$ cat src/rtl/assert_macros.svh
// Assertion helpers included by the queue RTL.
// Each macro samples on the rising edge of clk and is quiet while arst_n is low.
`ifndef ASSERT_MACROS_SVH
`define ASSERT_MACROS_SVH

// A property that must hold at every clock edge.
`define ASSERT_ALWAYS(lbl, cond, msg) \
	lbl: assert property (@(posedge clk) disable iff (!arst_n) (cond)) else $error(msg);

// When the antecedent holds, the consequent must hold at the next edge.
`define ASSERT_NEXT(lbl, ante, cons, msg) \
	lbl: assert property (@(posedge clk) disable iff (!arst_n) (ante) |=> (cons)) \
		else $error(msg);

`endif

$ cat src/rtl/pqsi_pkg.sv
// ----------------------------------------------------------------------------
// pqsi_pkg: shared types for the sorted priority queue.
// Holds the stored entry layout, the result status codes, the beat kinds and field widths.
// ----------------------------------------------------------------------------
`default_nettype none

package pqsi_pkg;

	// Widths of the beat fields.
	localparam int unsigned VALUE_W = 32;
	localparam int unsigned PRIO_W  = 8;
	localparam int unsigned OCC_W   = 5;
	localparam int unsigned STAT_W  = 2;

	// One stored queue entry.
	typedef struct packed {
		logic [PRIO_W-1:0]  prio;
		logic [VALUE_W-1:0] value;
	} entry_t;

	// Result status codes.
	typedef enum logic [STAT_W-1:0] {
		ST_DONE  = 2'd0,
		ST_EMPTY = 2'd1,
		ST_FULL  = 2'd2
	} status_t;

	// Input beat kinds.
	typedef enum logic {
		MODE_INSERT = 1'b0,
		MODE_REMOVE = 1'b1
	} mode_t;

endpackage

`default_nettype wire

$ cat src/rtl/priority_queue_sorted_insert.sv
// ----------------------------------------------------------------------------
// priority_queue_sorted_insert: bounded priority queue kept in service order.
// Inserts are placed behind every entry of lower or equal priority number;
// removes take the head entry.
// ----------------------------------------------------------------------------
// Usage:
// The slave channel takes one beat per request: tuser is the kind (insert or
// remove), tdata carries the value and the priority of an insert. Every beat
// gives exactly one result beat on the master channel: the removed value, a
// status (done, remove on empty, insert dropped because full) and the number
// of entries held afterwards.
// Entries live in a circular single-port memory of CAPACITY words with a head
// pointer. A remove reads the head slot, then advances the pointer; drops and
// empty removes go straight to the result step. An insert walks back from the
// tail with one read and one compare-and-move for each entry, then writes the
// new entry. It moves 0 to CAPACITY-1 entries and stops behind an entry of
// lower or equal number or once every held entry has moved; an insert into
// an empty queue writes at once. s_tready is high only while no request is in
// work and rises with m_tvalid, so a new beat is not taken before the result
// of the last one appears. A finished result is held in the output register
// until taken; while the receiver stalls, the next request waits in its last
// step. Reset empties the queue at once; the memory needs no clearing pass.
// ----------------------------------------------------------------------------
`default_nettype none

`include "assert_macros.svh"

module priority_queue_sorted_insert
	import pqsi_pkg::*;
#(
	parameter int unsigned CAPACITY = 16
) (
	input  wire logic        clk,
	input  wire logic        arst_n,
	// Request channel.
	input  wire logic        s_tvalid,
	output logic             s_tready,
	input  wire logic [39:0] s_tdata,   // [31:0] value, [39:32] priority_req
	input  wire logic        s_tuser,   // [0] mode
	// Result channel.
	output logic             m_tvalid,
	input  wire logic        m_tready,
	output logic [39:0]      m_tdata,   // [31:0] removed_value, [36:32] occupancy, zeros
	output logic [1:0]       m_tuser    // [1:0] status
);

	localparam int unsigned PTR_W = $clog2(CAPACITY);
	localparam int unsigned CNT_W = $clog2(CAPACITY + 1);

	typedef enum logic [2:0] {
		S_IDLE,
		S_READ,
		S_CMP,
		S_PLACE,
		S_POP,
		S_FIN
	} state_t;

	state_t                state_q;
	entry_t                item_q;
	logic [PTR_W-1:0]      idx_q;
	logic [PTR_W-1:0]      head_q;
	logic [CNT_W-1:0]      count_q;
	logic [VALUE_W-1:0]    res_value_q;
	status_t               res_status_q;
	logic                  out_valid_q;
	logic [VALUE_W-1:0]    out_value_q;
	status_t               out_status_q;
	logic [OCC_W-1:0]      out_occ_q;

	entry_t                mem_q [CAPACITY];
	entry_t                rdata_q;
	logic                  rd_en;
	logic [PTR_W-1:0]      rd_addr;
	logic                  wr_en;
	logic [PTR_W-1:0]      wr_addr;
	entry_t                wr_data;

	logic                  in_beat;
	logic                  out_free;
	logic                  is_full;
	logic                  shift_move;

	// Logical position in the queue to physical memory slot.
	function automatic logic [PTR_W-1:0] phys(input logic [PTR_W-1:0] head,
		input logic [PTR_W-1:0] off);
		logic [PTR_W:0] sum;
		sum = {1'b0, head} + {1'b0, off};
		if (sum >= (PTR_W+1)'(CAPACITY)) begin
			sum = sum - (PTR_W+1)'(CAPACITY);
		end
		return sum[PTR_W-1:0];
	endfunction

	// Handshake and compare decode.
	assign s_tready   = (state_q == S_IDLE);
	assign in_beat    = s_tvalid && s_tready;
	assign out_free   = !out_valid_q || m_tready;
	assign is_full    = (count_q == CNT_W'(CAPACITY));
	assign shift_move = (rdata_q.prio > item_q.prio);

	// Memory port control: read the head on a remove, the entry in front of
	// the hole while walking an insert; write moves and the new entry.
	always_comb begin
		rd_en   = 1'b0;
		rd_addr = head_q;
		wr_en   = 1'b0;
		wr_addr = phys(head_q, idx_q);
		wr_data = item_q;
		if (state_q == S_IDLE) begin
			rd_en = in_beat && (s_tuser == MODE_REMOVE);
		end else if (state_q == S_READ) begin
			rd_en   = 1'b1;
			rd_addr = phys(head_q, idx_q - PTR_W'(1));
		end else if (state_q == S_CMP) begin
			wr_en   = shift_move;
			wr_data = rdata_q;
		end else if (state_q == S_PLACE) begin
			wr_en = 1'b1;
		end
	end

	// Entry memory with registered read data.
	always_ff @(posedge clk) begin
		if (rd_en) begin
			rdata_q <= mem_q[rd_addr];
		end
		if (wr_en) begin
			mem_q[wr_addr] <= wr_data;
		end
	end

	// Sequencer, queue pointers and the output register.
	always_ff @(posedge clk or negedge arst_n) begin
		if (!arst_n) begin
			state_q      <= S_IDLE;
			item_q       <= '0;
			idx_q        <= '0;
			head_q       <= '0;
			count_q      <= '0;
			res_value_q  <= '0;
			res_status_q <= ST_DONE;
			out_valid_q  <= 1'b0;
			out_value_q  <= '0;
			out_status_q <= ST_DONE;
			out_occ_q    <= '0;
		end else begin
			// The result register loads when a request finishes and clears once taken.
			if (state_q == S_FIN && out_free) begin
				out_valid_q <= 1'b1;
			end else if (m_tready) begin
				out_valid_q <= 1'b0;
			end
			unique case (state_q)
				S_IDLE: begin
					if (in_beat) begin
						item_q      <= '{prio: s_tdata[39:32], value: s_tdata[31:0]};
						res_value_q <= '0;
						idx_q       <= count_q[PTR_W-1:0];
						if (s_tuser == MODE_REMOVE) begin
							if (count_q == '0) begin
								res_status_q <= ST_EMPTY;
								state_q      <= S_FIN;
							end else begin
								res_status_q <= ST_DONE;
								state_q      <= S_POP;
							end
						end else if (is_full) begin
							res_status_q <= ST_FULL;
							state_q      <= S_FIN;
						end else if (count_q == '0) begin
							res_status_q <= ST_DONE;
							state_q      <= S_PLACE;
						end else begin
							res_status_q <= ST_DONE;
							state_q      <= S_READ;
						end
					end
				end
				S_READ: begin
					state_q <= S_CMP;
				end
				S_CMP: begin
					// A larger priority number moves back one slot.
					if (shift_move) begin
						idx_q   <= idx_q - PTR_W'(1);
						state_q <= (idx_q == PTR_W'(1)) ? S_PLACE : S_READ;
					end else begin
						state_q <= S_PLACE;
					end
				end
				S_PLACE: begin
					count_q <= count_q + CNT_W'(1);
					state_q <= S_FIN;
				end
				S_POP: begin
					res_value_q <= rdata_q.value;
					head_q      <= (head_q == PTR_W'(CAPACITY - 1)) ? '0 :
						head_q + PTR_W'(1);
					count_q     <= count_q - CNT_W'(1);
					state_q     <= S_FIN;
				end
				S_FIN: begin
					if (out_free) begin
						out_value_q  <= res_value_q;
						out_status_q <= res_status_q;
						out_occ_q    <= OCC_W'(count_q);
						state_q      <= S_IDLE;
					end
				end
				default: begin
					state_q <= S_IDLE;
				end
			endcase
		end
	end

	// Result beat.
	assign m_tvalid = out_valid_q;
	assign m_tdata  = {3'b000, out_occ_q, out_value_q};
	assign m_tuser  = out_status_q;

	// Checks on the sequencer.
	`ASSERT_ALWAYS(a_count_bound, count_q <= CNT_W'(CAPACITY), "count above capacity")
	`ASSERT_NEXT(a_walk_count, state_q == S_READ || state_q == S_CMP,
		$stable(count_q) && $stable(head_q), "queue size changed during walk")
	`ASSERT_NEXT(a_move_step, state_q == S_CMP && shift_move,
		idx_q == $past(idx_q) - PTR_W'(1), "walk index did not step back")
	`ASSERT_NEXT(a_full_drop, in_beat && s_tuser == MODE_INSERT && is_full,
		state_q == S_FIN && res_status_q == ST_FULL && $stable(count_q),
		"insert into full queue not dropped")

endmodule

`default_nettype wire

$ cat config.mk
export PLATFORM = sky130hd
export DESIGN_NAME = priority_queue_sorted_insert
export DESIGN_NICKNAME = d
export VERILOG_FILES = /design/src/rtl/pqsi_pkg.sv /design/src/rtl/priority_queue_sorted_insert.sv
export VERILOG_INCLUDE_DIRS = /design/src /design/src/rtl
export SDC_FILE = /design/constraint.sdc
export NUM_CORES = 1
export LEC_CHECK = 0
export BUFFER_PORTS_ARGS = -buffer_cell sky130_fd_sc_hd__clkbuf_2
export CORE_ASPECT_RATIO = 1.5
export CORE_MARGIN = 2
export CORE_UTILIZATION = 33
export DETAILED_ROUTE_END_ITERATION = 7
export GPL_TIMING_DRIVEN = 1
export SYNTH_ARGS = -nofsm -noshare
export SYNTH_HDL_FRONTEND = slang
export SYNTH_SLANG_ARGS = --single-unit
$ cat constraint.sdc
create_clock -name clk -period 14.05 [get_ports clk]
set_clock_uncertainty 0.2 [all_clocks]
set_input_delay 1.405 -clock clk [delete_from_list [all_inputs] [get_ports clk]]
set_output_delay 1.405 -clock clk [all_outputs]
set_load 0.05 [all_outputs]
==> Yosys cells after proc, flatten, opt, wreduce, memory -nomap -nowiden <==
Memory sizes are Yosys's and may differ from the RTL's. A register that Yosys moved wholly into a read port is not among the register bits.
Index checks and enable logic that the tools add are counted.
W data, S select, Z words.
{ "classes": {"addsub": 8, "magnitude_cmp": 3, "n_eq_ne": 11, "mux": 36, "n_reduce_logical": 17} }
{ "ops": {"columns": ["operator", "n"], "rows": [
  ["$mux W40", 3],
  ["$pmux W32 S2", 1],
  ["$mux W32", 1],
  ["$mux W4", 7],
  ["$pmux W3 S5", 1],
  ["$mux W1", 12],
  ["$mux W3", 4],
  ["$sub A4 B1 Y4 const B", 3],
  ["$add A4 B4 Y5", 2],
  ["$ge A5 B5 Y1 const B", 2],
  ["$mux W2", 5],
  ["$pmux W5 S2", 1],
  ["$gt A8 B8 Y1", 1],
  ["$pmux W4 S2", 1],
  ["$reduce_and A2 Y1", 4],
  ["$reduce_bool A2 Y1", 4],
  ["$eq A3 B2 Y1 const B", 2],
  ["$eq A3 B3 Y1 const B", 2],
  ["$add A5 B1 Y5 const B", 1],
  ["$eq A5 B5 Y1 const B", 1],
  ["$logic_not A5 Y1", 1],
  ["$sub A5 B1 Y5 const B", 1],
  ["$add A4 B1 Y4 const B", 1],
  ["$eq A4 B1 Y1 const B", 1],
  ["other kinds (10)", 13]
]} }
{ "totals": {"register_bits": 130, "ramBits": 640, "in_bits": 45, "out_inout_bits": 44, "wordCells": 88, "n_memories": 1} }
{ "memory_table": {"columns": ["memory", "depth", "width", "read_ports", "rd_ports_with_merged_regs", "write_ports", "line_no", "text"], "rows": [
  ["mem_q", 16, 40, 1, 1, 1, "priority_queue_sorted_insert.sv:71", "entry_t mem_q [CAPACITY];"]
]} }

==> Longest topological paths before layout <==
Gate-level depths: netlist of the first run.
{ "logic_depth": {"word_depth": 7, "ltp_mapped": 12} }

==> Worst setup path after synthesis of the first run <==
No wires, ideal clock.
{ "synth_timing": {"path_kind": "register -> register", "from": "register head_q[0]", "to": "memory mem_q[14][0] (netlist name) (enable)", "setup_time_ns": 0.487, "arrival_ns": 4.229, "slack_ns": 9.134, "stages_incl_launch_ff": 7, "n_path_buf": 0, "cell_sequence": "dfrtp_1 -> ha_1 -> fa_1 -> inv_1 -> nor2_1 -> nand2_1 -> nor3_1"} }
{ "synth_between": {"elab_chain_cells": 3} }
{ "synth_rtl": {"columns": ["element", "line_no", "text"], "rows": [
  ["from (decl)", "priority_queue_sorted_insert.sv:62", "logic [PTR_W-1:0] head_q;"],
  ["from (signal assigned)", "priority_queue_sorted_insert.sv:198", "head_q <= (head_q == PTR_W'(CAPACITY - 1)) ? '0 :"],
  ["$add A4 B4 Y5 *", "priority_queue_sorted_insert.sv:88", "sum = {1'b0, head} + {1'b0, off};"],
  ["$sub A4 B1 Y4 / $ge A5 B5 Y1 (equally long branches)", "priority_queue_sorted_insert.sv:90, priority_queue_sorted_insert.sv:89", null],
  ["$mux W4 *", "priority_queue_sorted_insert.sv:89", "if (sum >= (PTR_W+1)'(CAPACITY)) begin"],
  ["to (decl)", "priority_queue_sorted_insert.sv:71", null]
]} }
Mark *: on every way between the ends. The rest lies on a longest branch, timed or not.

==> Worst setup path in the final report of the first run <==
{ "layout_timing": {"from": "register state_q[0]", "to": "register rdata_q[21] (netlist name)"} }
{ "layout_between": {"elab_chain_cells": 4} }
{ "layout_rtl": {"columns": ["element", "line_no", "text"], "rows": [
  ["from (decl)", "priority_queue_sorted_insert.sv:59", "state_t state_q;"],
  ["from (signal assigned)", "priority_queue_sorted_insert.sv:187", "state_q <= (idx_q == PTR_W'(1)) ? S_PLACE : S_READ;"],
  ["$logic_not A3 Y1", "priority_queue_sorted_insert.sv:96, priority_queue_sorted_insert.sv:110", null],
  ["$logic_and A1 B1 Y1", "priority_queue_sorted_insert.sv:97", "assign in_beat = s_tvalid && s_tready;"],
  ["$logic_and A1 B1 Y1", "priority_queue_sorted_insert.sv:111", "rd_en = in_beat && (s_tuser == MODE_REMOVE);"],
  ["$mux W1", "priority_queue_sorted_insert.sv:110", "if (state_q == S_IDLE) begin"]
]} }
Parallel ways exist; a longest one is shown, timed or not.
A chain may end at the register's enable or synchronous reset.

==> impl_metrics.env, run 1 <==
export IMPL_final_hold_worst_slack_ns=0.2741
export IMPL_fillCellCount=8677
export IMPL_multiInputGateArea_mm2=0.007512
export IMPL_powerDensity_mw_per_mm2=250.7
export IMPL_p_seq_share_pct=40.1
export IMPL_clkLatencyLatePin_ns=0.66
export IMPL_report_final_slew_viol_count=0
export IMPL_critical_path_required_ns=14.24
export IMPL_synthesis_instances=1669
export IMPL_slowest_delay_ns=0.84
export IMPL_min_from="item_q[18]"
export IMPL_dpl_cell_area_mm2=0.03358
export IMPL_power_combinational_fraction_pct=36.9
export IMPL_clock_path_buffers=3
export IMPL_synth_avg_cell_area_um2=18.90
export IMPL_globalRouteTotalUtil_pct=15.44
export IMPL_synth_seq_area_share_pct=75.04
export IMPL_drv_max_cap_violation_count=0
export IMPL_drc=0
export IMPL_grt_antenna_before_repair=0
export IMPL_min_period_over_period_pct=31.67
export IMPL_peak_freq_mhz=224.7
export IMPL_worstReg2RegEnd="rdata_q[21]"
export IMPL_synth_xor_xnor_area_share_pct=0.2776
export IMPL_via_count_of_the_first_global_routing_pass=16830
export IMPL_avgViaCountPerCell=5.103
export IMPL_preCtsSetupSlack_ns=9.586
export IMPL_synth_area_top_cells="edfxtp_1 (65%), mux4_2 (11%), dfrtp_1 (10%)"
export IMPL_area_grow_syn2layout_pct=14.41
export IMPL_asyncSetResetFlopFracSynth_pct=16.05
export IMPL_initial_utilization_pct=33.34
export IMPL_synth_largest_area_cell="edfxtp_1"
export IMPL_place_congestion=0.7334
export IMPL_numCtsBuffers=74
export IMPL_power_total_mw=9.047
export IMPL_synth_fa_ha_area_share_pct=0.9836
export IMPL_synth_compound_area_share_pct=3.169
export IMPL_pin_count_of_the_biggest_net_entering_global_routing=161
export IMPL_cts_sinks=810
export IMPL_diodes=0
export IMPL_synth_top_family_by_area="multiplexers"
export IMPL_reg2reg_setup_slack_ns=9.60
export IMPL_coreArea_mm2=0.09462
export IMPL_synth_commonest_cells="edfxtp_1 (680), nand2_1 (238), mux4_2 (160)"
export IMPL_yosysWarningCount=0
export IMPL_mappedNetlistArea_mm2=0.03155
export IMPL_dieHeight_um=382.7
export IMPL_p_switching_mw=3.148
export IMPL_vdd_ir_drop_max_v=0.0002495
export IMPL_synth_mux_area_share_pct=14.36
export IMPL_nNetsFinal=1855
export IMPL_holdBufCountCts=0
export IMPL_finalInstanceArea_mm2=0.03609
export IMPL_fp_row_count=138
export IMPL_min_delay_path_depth=2
export IMPL_final_core_occ_pct=38.14
export IMPL_slowest_stage_cell_on_the_critical_path="buf_4"
export IMPL_status="complete, no violations"
export IMPL_power_share_clock_pct=23.0
export IMPL_die_width_um=256.5
export IMPL_timing_max_slew_rel_slack_pct=29.63
export IMPL_timing_reg2reg_worst_path_depth=7
export IMPL_finalHoldViolations=0
export IMPL_critPathTopFamily="buffers and inverters"
export IMPL_cts_repair_resized=0
export IMPL_intPower_mw=5.900
export IMPL_vias=15860
export IMPL_avgRoutedWirePerCell_um=24.18
export IMPL_simple_gate_fraction_of_synth_area_pct=4.331
export IMPL_post_layout_nonfiller_instances=3108
export IMPL_worstPathBufferInverterCount=2
export IMPL_crit_top_cell="buf_4"
export IMPL_io_pin_count=89
export IMPL_numPlacedInstances=2971
export IMPL_layout_drive_gt1_share_pct=27.06
export IMPL_timing_critical_path_arrival_ns=4.64
export IMPL_post_cts_setup_buffers=0
export IMPL_drtAntennaViolNets=0
export IMPL_rsz0062_at_grt="no"
export IMPL_critical_path_cell_chain="or3b_4 -> mux2i_4 -> buf_4 -> buf_4 -> mux4_2 -> a22oi_1 -> nand2_1"
export IMPL_timing_setup_tns_ns=0
export IMPL_critPathCaptureType="flip-flop"
export IMPL_cts_clk_slew_worst_paths_ns=0.07
export IMPL_worstReg2RegStart="state_q[0]"
export IMPL_die_area_mm2=0.09814
export IMPL_worst_slew_pin_slew_ns=1.052
export IMPL_cellLeakagePower_nw=12.53
export IMPL_htree_num_levels=3
export IMPL_layout_area_seq_mm2=0.02367
export IMPL_worst_slack_ns=9.600
export IMPL_detailed_place_hpwl_um=39590
export IMPL_final_setup_viol_count=0
export IMPL_grt_pass1_wl_um=111700
export IMPL_sort_of_element_at_the_start_of_the_critical_path="flip-flop"
export IMPL_synth_lib_cells_used_distinct=53
export IMPL_netSwitchingFraction_pct=34.79
export IMPL_finalCriticalPeriod_ns=4.450
export IMPL_netlist_area_leader_share_pct=64.73
export IMPL_synth_edff_count=680
export IMPL_critPathKind="reg -> reg"
export IMPL_clock_tree_from_tritoncts="yes"
export IMPL_drt_first_pass_iters=7
export IMPL_totalWireLength_um=75150
export IMPL_hold_path_class="reg -> reg"
export IMPL_synth_ff_type="edfxtp_1"
export IMPL_port_buffer_count=85
export IMPL_ctsRootBufferMaster="clkbuf_16"
export IMPL_whs_endpoint="item_q[18]"
export IMPL_initialDrtViolationCount=1275
export IMPL_timing_critical_path_fanout_max=47
export IMPL_ys_seq_elements=810
export IMPL_synth_most_common_cell="edfxtp_1"
export IMPL_overflow=0
[worst reg2reg max path, cell delays in order (launching register included)]
cell and delay (ns):
dfrtp_1 0.64, or3b_4 0.49, mux2i_4 0.18, buf_4 0.77, buf_4 0.88, mux4_2 0.68
a22oi_1 0.24, nand2_1 0.11
[area by class of cell]
| class | count | area share (%) |
|---|---|---|
| clock buffer | 99 | 5.838 |
| inverter | 19 | 0.1976 |
| clock inverter | 38 | 1.106 |
| timing repair buffer | 126 | 2.084 |
| multi-input combinational | 756 | 20.81 |
| tap | 1260 | 4.368 |
| sequential | 810 | 65.59 |
[layer usage]
layer | GRT usage (%) | vias up | share of wire (%)
li1 | - | 6807 | -
met5 | 0 | - | 0
met1 | 19.27 | 8450 | 40
met4 | 5.276 | 0 | 2.4
met3 | 2.992 | 113 | 6.1
met2 | 26.85 | 491 | 51
[flip-flops by register name (all words and copies together), names as in the netlist]
name	cells
head_q	4
res_status_q	2
out_occ_q	5
rdata_q	40
item_q	40
res_value_q	32
count_q	5
state_q	3
m_tuser	2
out_value_q	32
mem_q	640
m_tvalid	1
idx_q	4
[kinds of logic after synthesis]
kind of cell               count (synthesis)
AOI/OAI and AO/OA                        146
xor gates and xnor gates                  10
adders and majority gates                 23
buffers and inverters                    105
DFF                                      810
muxes                                    242
other                                      1
and+or+nand+nor                          332
[power groups by stage]
stage	logic, mW	registers [mW]	clock network [mW]
2_1_floorplan	2.31	3.74	0
3_3_place_gp	3.31	3.67	0
3_5_place_dp	3.38	3.68	0
4_1_cts	3.39	3.63	2.13
5_1_grt	3.64	3.67	2.21
6_report	3.34	3.63	2.08
[layout by cell type (no fill, tap or decap), drive strengths merged, types with 2 or more instances in the layout]
master,netlist,layout
edfxtp,680,680
nand2,238,238
clkbuf,53,183
mux4,160,160
dfrtp,130,130
a22oi,80,80
mux2,74,74
buf,33,42
nand3,37,37
nor2,31,31
o21ai,25,25
clkinv,0,25
inv,19,21
ha,20,20
a21oi,18,18
mux2i,8,8
bufinv,0,7
nand2b,6,6
xnor2,6,6
a21o,6,6
nor2b,5,5
xor2,4,4
clkinvlp,0,4
nand4,3,3
fa,3,3
conb,1,3
nor3,3,3
nor4,2,2
a31oi,2,2
a21boi,2,2
a311oi,2,2
o22ai,2,2
nor3b,2,2
or2,2,2
[how the worst max path moves through the flow]
stage                from            to  slack (ns)  cells past startpoint
3_3_place_gp   state_q[0]   rdata_q[25]        9.67                      7
3_5_place_dp   state_q[0]   rdata_q[26]        9.59                      7
5_1_grt        state_q[0]   rdata_q[21]        9.25                      7
2_1_floorplan   head_q[0]  mem_q[14][0]        9.13                      6
6_report       state_q[0]   rdata_q[21]        9.60                      7
4_1_cts        state_q[0]   rdata_q[21]        9.53                      7
Note: power is estimated with default switching activity, not from simulation.
==> run 2, diff against run 1 <==
==> constraint.sdc (replaced) <==
create_clock -name clk -period 4.47 [get_ports clk]
set_clock_uncertainty 0.2 [all_clocks]
set_input_delay 0.447 -clock clk [delete_from_list [all_inputs] [get_ports clk]]
set_output_delay 0.447 -clock clk [all_outputs]
set_load 0.05 [all_outputs]
==> impl_metrics.env, run 2 (synthesis results as in run 1) <==
export IMPL_dpl_cell_area_mm2=0.03387
export IMPL_diodes=0
export IMPL_cts_repair_resized=0
export IMPL_avgRoutedWirePerCell_um=22.96
export IMPL_initialDrtViolationCount=1163
export IMPL_finalHoldViolations=0
export IMPL_peak_freq_mhz=264.6
export IMPL_finalInstanceArea_mm2=0.03666
export IMPL_clkLatencyLatePin_ns=0.65
export IMPL_critPathCaptureType="flip-flop"
export IMPL_nNetsFinal=1908
export IMPL_finalCriticalPeriod_ns=3.779
export IMPL_htree_num_levels=3
export IMPL_globalRouteTotalUtil_pct=14.88
export IMPL_rsz0062_at_grt="no"
export IMPL_hold_path_class="reg -> reg"
export IMPL_timing_critical_path_fanout_max=24
export IMPL_drt_first_pass_iters=5
export IMPL_status="complete, no violations"
export IMPL_overflow=0
export IMPL_via_count_of_the_first_global_routing_pass=16880
export IMPL_area_grow_syn2layout_pct=16.20
export IMPL_max_flop_register="mem_q"
export IMPL_cellLeakagePower_nw=12.78
export IMPL_avgViaCountPerCell=4.979
export IMPL_slowest_stage_cell_on_the_critical_path="mux2i_4"
export IMPL_fp_row_count=138
export IMPL_timing_critical_path_arrival_ns=4.07
export IMPL_initial_utilization_pct=33.34
export IMPL_timing_setup_tns_ns=0
export IMPL_die_area_mm2=0.09814
export IMPL_die_width_um=256.5
export IMPL_place_congestion=0.7749
export IMPL_powerDensity_mw_per_mm2=773.1
export IMPL_ctsRootBufferMaster="clkbuf_16"
export IMPL_detailed_place_hpwl_um=41750
export IMPL_preCtsSetupSlack_ns=0.7071
export IMPL_largest_register_ff_count=640
export IMPL_most_common_layout_cells="edfxtp_1 (680), nand2_1 (235), mux4_2 (160)"
export IMPL_io_pin_count=89
export IMPL_dieHeight_um=382.7
export IMPL_pin_count_of_the_biggest_net_entering_global_routing=102
export IMPL_cts_clk_slew_worst_paths_ns=0.06
export IMPL_coreArea_mm2=0.09462
export IMPL_clock_tree_from_tritoncts="yes"
export IMPL_worst_slew_pin_slew_ns=1.139
export IMPL_drtAntennaViolNets=0
export IMPL_numCtsBuffers=73
export IMPL_critical_path_cell_chain="inv_1 -> ha_1 -> xor2_1 -> ha_1 -> a21oi_1 -> a21oi_1 -> a21oi_2 -> mux2i_4 -> buf_12 -> a22oi_1 -> nand2_1"
export IMPL_critPathKind="reg -> reg"
export IMPL_worst_slack_ns=0.6907
export IMPL_biggestRegsByFlops="mem_q (640), item_q (40), rdata_q (40)"
export IMPL_clock_path_buffers=3
export IMPL_drv_max_cap_violation_count=0
export IMPL_sort_of_element_at_the_start_of_the_critical_path="flip-flop"
export IMPL_final_setup_viol_count=0
export IMPL_worstPathBufferInverterCount=2
export IMPL_vdd_ir_drop_max_v=0.0005103
export IMPL_report_final_slew_viol_count=0
export IMPL_grt_antenna_before_repair=1
export IMPL_drc=0
export IMPL_vias=15730
export IMPL_totalWireLength_um=72540
export IMPL_layout_drive_gt1_share_pct=26.96
export IMPL_grt_pass1_wl_um=109000
export IMPL_min_period_over_period_pct=84.55
export IMPL_timing_max_slew_rel_slack_pct=23.76
export IMPL_cts_sinks=810
export IMPL_power_total_mw=28.34
export IMPL_slowest_delay_ns=0.79
export IMPL_most_frequent_standard_cell_in_the_layout_excluding_fill_and_tap_cells="edfxtp_1"
export IMPL_critPathTopFamily="compound AO/OA/AOI/OAI gates"
export IMPL_port_buffer_count=85
export IMPL_critical_path_required_ns=4.76
## run 2: layer usage
layer / global-route usage, % / part of all wire (%) / vias up
met5: 0 / 0 / -
met1: 18.17 / 41 / 8368
li1: - / - / 6912
met3: 2.530 / 4.4 / 80
met2: 27.13 / 53 / 370
met4: 3.951 / 1.7 / 0
## run 2: cell type report
| class | count | area [um2] |
|---|---|---|
| clock buffers | 106 | 2130 |
| clock inverters | 28 | 212.7 |
| fillers | 8625 | 57960 |
| inverters | 19 | 71.32 |
| multi-input cells | 756 | 7513 |
| flip-flops and latches | 810 | 23670 |
| well taps | 1260 | 1577 |
| repair buffers | 180 | 1480 |
## run 2: worst min-delay path, delay by kind of cell (launching register included)
kind	cells	cell delay, ns
flip-flops	1	0.34
AND/OR/NAND/NOR	2	0.10
## run 2: report_power, final
part / switching [mW] / internal (mW)
logic: 6.52 / 4.23
clock network: 2.77 / 3.41
registers: 0.632 / 10.8
## run 2: metrics by stage
| step | instances | utilization [%] | hold WS, ns |
|---|---|---|---|
| 3_5_place_dp | 2981 | 35.80 | 0.2619 |
| 5_1_grt | 3159 | 38.74 | 0.2912 |
| 3_3_place_gp | 2981 | 35.80 | 0.2591 |
| 6_report | 3159 | 38.74 | 0.2694 |
| 2_1_floorplan | 1671 | - | -0.04859 |
| 4_1_cts | 3159 | 38.74 | 0.2769 |
## run 2: what timing repair did
item,4_1_cts,5_1_grt
endpoints found under the hold margin,144,0
setup buffers,0,0
hold buffers,44,0
## run 2: path summary, 6_finish.rpt
kind	startpoint	end	slack, ns	depth (start not counted)
worst max-delay path	idx_q[0]	rdata_q[6]	0.69	11
worst min-delay path	item_q[16]	item_q[16]	0.27	2
worst max register to register	idx_q[0]	rdata_q[6]	0.69	11
worst min register to register	item_q[16]	item_q[16]	0.27	2
max in group asynchronous	arst_n	item_q[13]	2.59	3
min in group asynchronous	arst_n	item_q[0]	0.32	2
